[config.mk]
export PLATFORM = sky130hd
export DESIGN_NAME = tsgp_chan
export DESIGN_NICKNAME = d
export VERILOG_FILES = /design/src/design/tsgp_div.sv /design/src/design/tsgp_chan.sv
export SDC_FILE = /design/constraint.sdc
export NUM_CORES = 2
export LEC_CHECK = 0
export ABC_AREA = 1
export BUFFER_PORTS_ARGS = -buffer_cell sky130_fd_sc_hd__buf_2
export CAP_MARGIN = 15
export CORE_MARGIN = 2
export CORE_UTILIZATION = 45
export CTS_CLUSTER_SIZE = 30
export DETAILED_ROUTE_END_ITERATION = 16
export SYNTH_ARGS = -nofsm -noshare
export SYNTH_HDL_FRONTEND = slang
export SYNTH_SLANG_ARGS = --single-unit
[constraint.sdc]
create_clock -name clk -period 16.7 [get_ports clk]
set_clock_uncertainty 0.1 [all_clocks]
set_input_delay 2.505 -clock clk [delete_from_list [all_inputs] [get_ports clk]]
set_output_delay 2.505 -clock clk [all_outputs]
set_load 0.03 [all_outputs]
[src/design/tsgp_div.sv]
// Pipelined restoring divider: one quotient bit per stage, magnitude only.
// Stage count = NW; numerator NW bits, denominator DW bits (den > 0).
module tsgp_div #(
  parameter int unsigned NW = 21,
  parameter int unsigned DW = 14,
  parameter int unsigned TW = 8
) (
  input  logic          clk,
  input  logic          rst_n,
  input  logic          in_vld,
  input  logic [NW-1:0] in_num,
  input  logic [DW-1:0] in_den,
  input  logic [TW-1:0] in_tag,
  output logic          out_vld,
  output logic [NW-1:0] out_quo,
  output logic          out_rem_nz,
  output logic [TW-1:0] out_tag
);
  logic          vld_r [NW+1];
  logic [NW-1:0] num_r [NW+1];
  logic [DW-1:0] rem_r [NW+1];
  logic [DW-1:0] den_r [NW+1];
  logic [TW-1:0] tag_r [NW+1];

  always_comb begin
    vld_r[0] = in_vld;
    num_r[0] = in_num;
    rem_r[0] = '0;
    den_r[0] = in_den;
    tag_r[0] = in_tag;
  end

  for (genvar s = 0; s < NW; s++) begin : g_stage
    logic [DW:0] trial;
    logic        ge;
    always_comb begin
      trial = {rem_r[s], num_r[s][NW-1]};
      ge = trial >= {1'b0, den_r[s]};
    end
    always_ff @(posedge clk) begin
      if (!rst_n) begin
        vld_r[s+1] <= 1'b0;
      end else begin
        vld_r[s+1] <= vld_r[s];
      end
      num_r[s+1] <= {num_r[s][NW-2:0], ge};
      rem_r[s+1] <= ge ? DW'(trial - {1'b0, den_r[s]}) : DW'(trial);
      den_r[s+1] <= den_r[s];
      tag_r[s+1] <= tag_r[s];
    end
  end

  assign out_vld = vld_r[NW];
  assign out_quo = num_r[NW];
  assign out_rem_nz = rem_r[NW] != '0;
  assign out_tag = tag_r[NW];
endmodule

[src/design/tsgp_chan.sv]
// One colour channel: a + floor(d * num / den), saturated to 0..255.
// Registered steps in order: multiply, divide pipeline, combine.
module tsgp_chan #(
  parameter int unsigned PW = 14
) (
  input  logic          clk,
  input  logic          rst_n,
  input  logic          in_vld,
  input  logic [7:0]    in_a,
  input  logic [7:0]    in_b,
  input  logic [PW-1:0] in_num,
  input  logic [PW-1:0] in_den,
  input  logic          in_mid_only,
  output logic [7:0]    out_ch
);
  localparam int unsigned NW = PW + 8;
  localparam int unsigned TW = 10;

  logic          vld_r;
  logic [NW-1:0] mag_r;
  logic          neg_r;
  logic [PW-1:0] den_r;
  logic [7:0]    a_r;
  logic          mo_r;
  logic [8:0]    diff;
  logic [7:0]    dmag;

  // stage 1: |b - a| * num
  always_comb begin
    diff = {1'b0, in_b} - {1'b0, in_a};
    dmag = diff[8] ? 8'(-diff) : diff[7:0];
  end

  always_ff @(posedge clk) begin
    if (!rst_n) begin
      vld_r <= 1'b0;
    end else begin
      vld_r <= in_vld;
    end
    mag_r <= NW'(dmag) * NW'(in_num);
    neg_r <= diff[8];
    den_r <= in_mid_only ? PW'(1) : in_den;
    // mid only: a is the mid colour here, so a + 0 gives it
    a_r   <= in_a;
    mo_r  <= in_mid_only;
  end

  logic          dv;
  logic [NW-1:0] quo;
  logic          rnz;
  logic [TW-1:0] tag;

  tsgp_div #(.NW(NW), .DW(PW), .TW(TW)) u_div (
    .clk(clk), .rst_n(rst_n),
    .in_vld(vld_r), .in_num(mo_r ? '0 : mag_r), .in_den(den_r),
    .in_tag({neg_r, mo_r, a_r}),
    .out_vld(dv), .out_quo(quo), .out_rem_nz(rnz), .out_tag(tag)
  );

  // combine: floor for negative, then saturate
  logic [NW+1:0] q_s;
  logic [NW+1:0] v_s;
  logic [7:0]    ch_r;
  always_comb begin
    q_s = {2'b00, quo};
    if (tag[9]) begin
      q_s = (NW+2)'(-q_s) - (NW+2)'(rnz);
    end
    v_s = q_s + (NW+2)'(tag[7:0]);
  end

  always_ff @(posedge clk) begin
    if (v_s[NW+1]) begin
      ch_r <= 8'd0;
    end else if (v_s[NW:8] != '0) begin
      ch_r <= 8'hff;
    end else begin
      ch_r <= v_s[7:0];
    end
  end

  assign out_ch = ch_r;
  // dv marks result validity; tracked by the top-level valid line
  logic unused_dv;
  assign unused_dv = dv;
endmodule

==> summary.md <==
| Metric | Value |
|---|---|
| PD cells | 229 mW/mm^2 |
| Post-Syn Instances | 5293 |
| CP max-delay cell | a21oi_1 |
| Post-synthesis net count | 5816 |
| # DRC | 0 |
| Maximum VDD drop | 111 uV |
| Area leader, netlist | dfxtp_1 |
| Final core utilization | 51.3% |
| I/O Buffers | 53 |
| Pin count of the biggest net entering global routing | 30 |
| Hold crit path type | flop to flop |
| Antenna violations before repair | 1 |
| Most frequent cell after synthesis | dfxtp_1 |
| Unrepaired setup endpoints after global routing | no |
| Final #Nets | 5944 |
| Multi-input logic area | 0.0202 sq mm |
| Setup violations, final | 0 |
| Worst Path Required | 17260 ps |
| Setup TNS | 0 ps |
| Hpwl dp | 67200 microns |
| DR pass1 iterations | 5 |
| R2R depth | 32 |
| Min-delay src | u_div.num_r[196] |
| Clock sinks | 1338 |
| Die span in x | 338 microns |
| Ys flop type | dfxtp_1 |
| Final WS setup | 7840 ps |
| Die area | 0.114 sq mm |
| Ports | 56 |
| DR vias | 32500 |
| Crit. End Element | flop |
| FFs w/ async S/R, synth | 0% |
| Initial Util | 45.4% |
| Max-cap viol count | 0 |
| Initial drt markers | 1485 |
| Cts bufs inserted | 137 |
| H-tree Lvls | 4 |
| Period utilization | 53.1% |
| Mean post-synth cell area | 9.47 sq um |
| Post-layout min period | 8860 ps |
| Final wirelength | 87400 microns |
| Leakage | 25.6 nW |
| Cts repair resizes | 0 |
| Synth top area share | 53.4% |
| GP Congestion | 0.915 |
| Die Y | 338 microns |
| Critical path arrival | 9420 ps |
| Root buffer cell | clkbuf_16 |
| Via/cell ratio | 4.63 |
| Grt ovf | 0 |
| Via count of the first global-routing pass | 31900 |
| Tot Pwr | 13.0 mW |
| Standard-cell rows | 122 |
| Layout cells sized above 1 | 6.57% |
| Crit-path max FO | 13 |
| Fmax | 113 MHz |
| CTS Hold Buffers Added | 0 |
| Largest cells by area after synthesis | dfxtp_1, ha_1, nand2_1 |
| Antenna Cells | 0 |
| Setup CP Type | input pin to flop |
| Hold Crit Endpoint | u_div.g_stage[15].trial[0] |
| Routed Antenna Nets | 0 |
| Reg-to-reg slack, setup | 11640 ps |
| Crit path largest cell delay | 640 ps |
| Setup slack after placement | 7090 ps |
| TritonCTS clock tree | done |
| Fillers | 10200 |
| Setup crit start kind | input pin |
| Max Root-Sink Buffers | 3 |
| Rel. slew slack | 27.2% |
| Yosys warning total | 0 |
| Number of flops mapped to enable cells by yosys | 0 |
| Hold Crit Depth | 0 |
| Hold slack final | 202 ps |
| Final hold vios | 0 |
| Clock transition at path regs | 60 ps |
| Avg WL per Cell | 12.5 microns |
| Core Box Area | 0.111 sq mm |
| Synth top cells by count | dfxtp_1, nand2_1, inv_1 |
| Launch point of the worst reg-to-reg path | u_div.rem_r[11] |
| Seq/Total Area, Yosys | 53.4% |
| All-Layer GR Usage | 15.6% |
| Storage element area | 0.0268 sq mm |
| Synth Register Bits | 1338 |
| Run status | finished, final reports clean |
| CP dominant cell by count | nand2_1 |
| Max Slew Vio Count | 0 |
| Synth-to-Final Area Change | 13.1% |
| Worst-margin pin slew | 1090 ps |
| Setup Fix Bufs, Post-CTS | 0 |
| Post-Syn Area | 0.0501 sq mm |
| Post-synth cell types | 49 |
| R2r endpoint | out_ch[4] |
| Clk_lat worst skew | 730 ps |
| Global-route wire length before repair | 147000 microns |
==> per-stage QoR <==
stage / area (sq um) / instances
2_1_floorplan: 50100 / 5293
3_3_place_gp: 52000 / 6769
3_5_place_dp: 52000 / 6769
4_1_cts: 56700 / 7014
5_1_grt: 56700 / 7015
6_report: 56700 / 7015
==> power breakdown <==
| group | internal (mW) | switching (mW) |
|---|---|---|
| Clock | 1.85 | 1.22 |
| Sequential | 4.12 | 0.351 |
| Combinational | 2.16 | 3.29 |
| Total | 8.13 | 4.87 |
==> flip-flops by register name, summed over array words and instances, names as in the netlist <==
| register | count |
|---|---|
| mo_r | 1 |
| u_div.num_r | 441 |
| u_div.rem_r | 14 |
| mag_r | 22 |
| u_div.out_tag | 9 |
| neg_r | 1 |
| u_div.tag_r | 189 |
| u_div.out_quo | 22 |
| a_r | 8 |
| out_ch | 8 |
| den_r | 14 |
| u_div.g_stage.trial | 315 |
| u_div.den_r | 294 |
==> worst max-delay path: cells and delay by family <==
family,cells,cell delay [ps]
AOI/OAI and AO/OA,6,1410
xor gates and xnor gates,2,550
adders and majority gates,7,2820
buffers and inverters,6,650
and+or+nand+nor,13,1470
==> placed cells by master, fill, tap and decap left out, drive strengths merged, types with 4 or more instances in the layout <==
cell,n
inv,766
clkbuf,181
nor4,11
clkinvlp,9
xor2,159
o2111ai,19
o31ai,4
ha,380
clkinv,34
nand3b,13
a2111oi,11
nand4,33
bufinv,13
o21bai,15
and2,9
buf,57
o21ai,344
a21oi,440
a31oi,6
nor3,84
nand3,152
o221ai,9
xnor2,130
dfxtp,1338
nor2,413
fa,95
a21o,13
nand2,773
==> worst max path at each step <==
stage | from | end | slack, ps | cells past startpoint
2_1_floorplan | in_b[0] | mag_r[19] | 8320 | 34
3_3_place_gp | in_b[0] | mag_r[19] | 7080 | 34
3_5_place_dp | in_b[0] | mag_r[19] | 7090 | 34
4_1_cts | in_b[0] | mag_r[19] | 7880 | 34
5_1_grt | in_b[0] | mag_r[19] | 7130 | 34
6_report | in_b[0] | mag_r[18] | 7840 | 34
==> cells by family after synthesis <==
family,Yosys count,synth area share (%)
AND/OR/NAND/NOR,1494,12.7
buffers and inverters,826,6.28
XOR/XNOR,289,5.09
adder cells (fa/ha/maj),475,13.3
flip-flops,1338,53.4
AO/OA/AOI/OAI,871,9.26
==> final cells by class <==
cell class	count	area share [%]
tap	1488	3.28
inverter	758	5.02
clock buffer	181	6.84
sequential	1338	47.2
multi-input combinational	3129	35.6
timing repair buffer	57	0.527
clock inverter	64	1.46
==> routing by layer <==
metal | vias up | track usage (%) | part of all wire, %
met5 | - | 0 | 0
met1 | 14600 | 19.2 | 46
li1 | 17200 | - | -
met3 | 193 | 2.70 | 3.6
met4 | 0 | 5.87 | 2.8
met2 | 453 | 27.1 | 47
(Power assumes the default switching activity.)
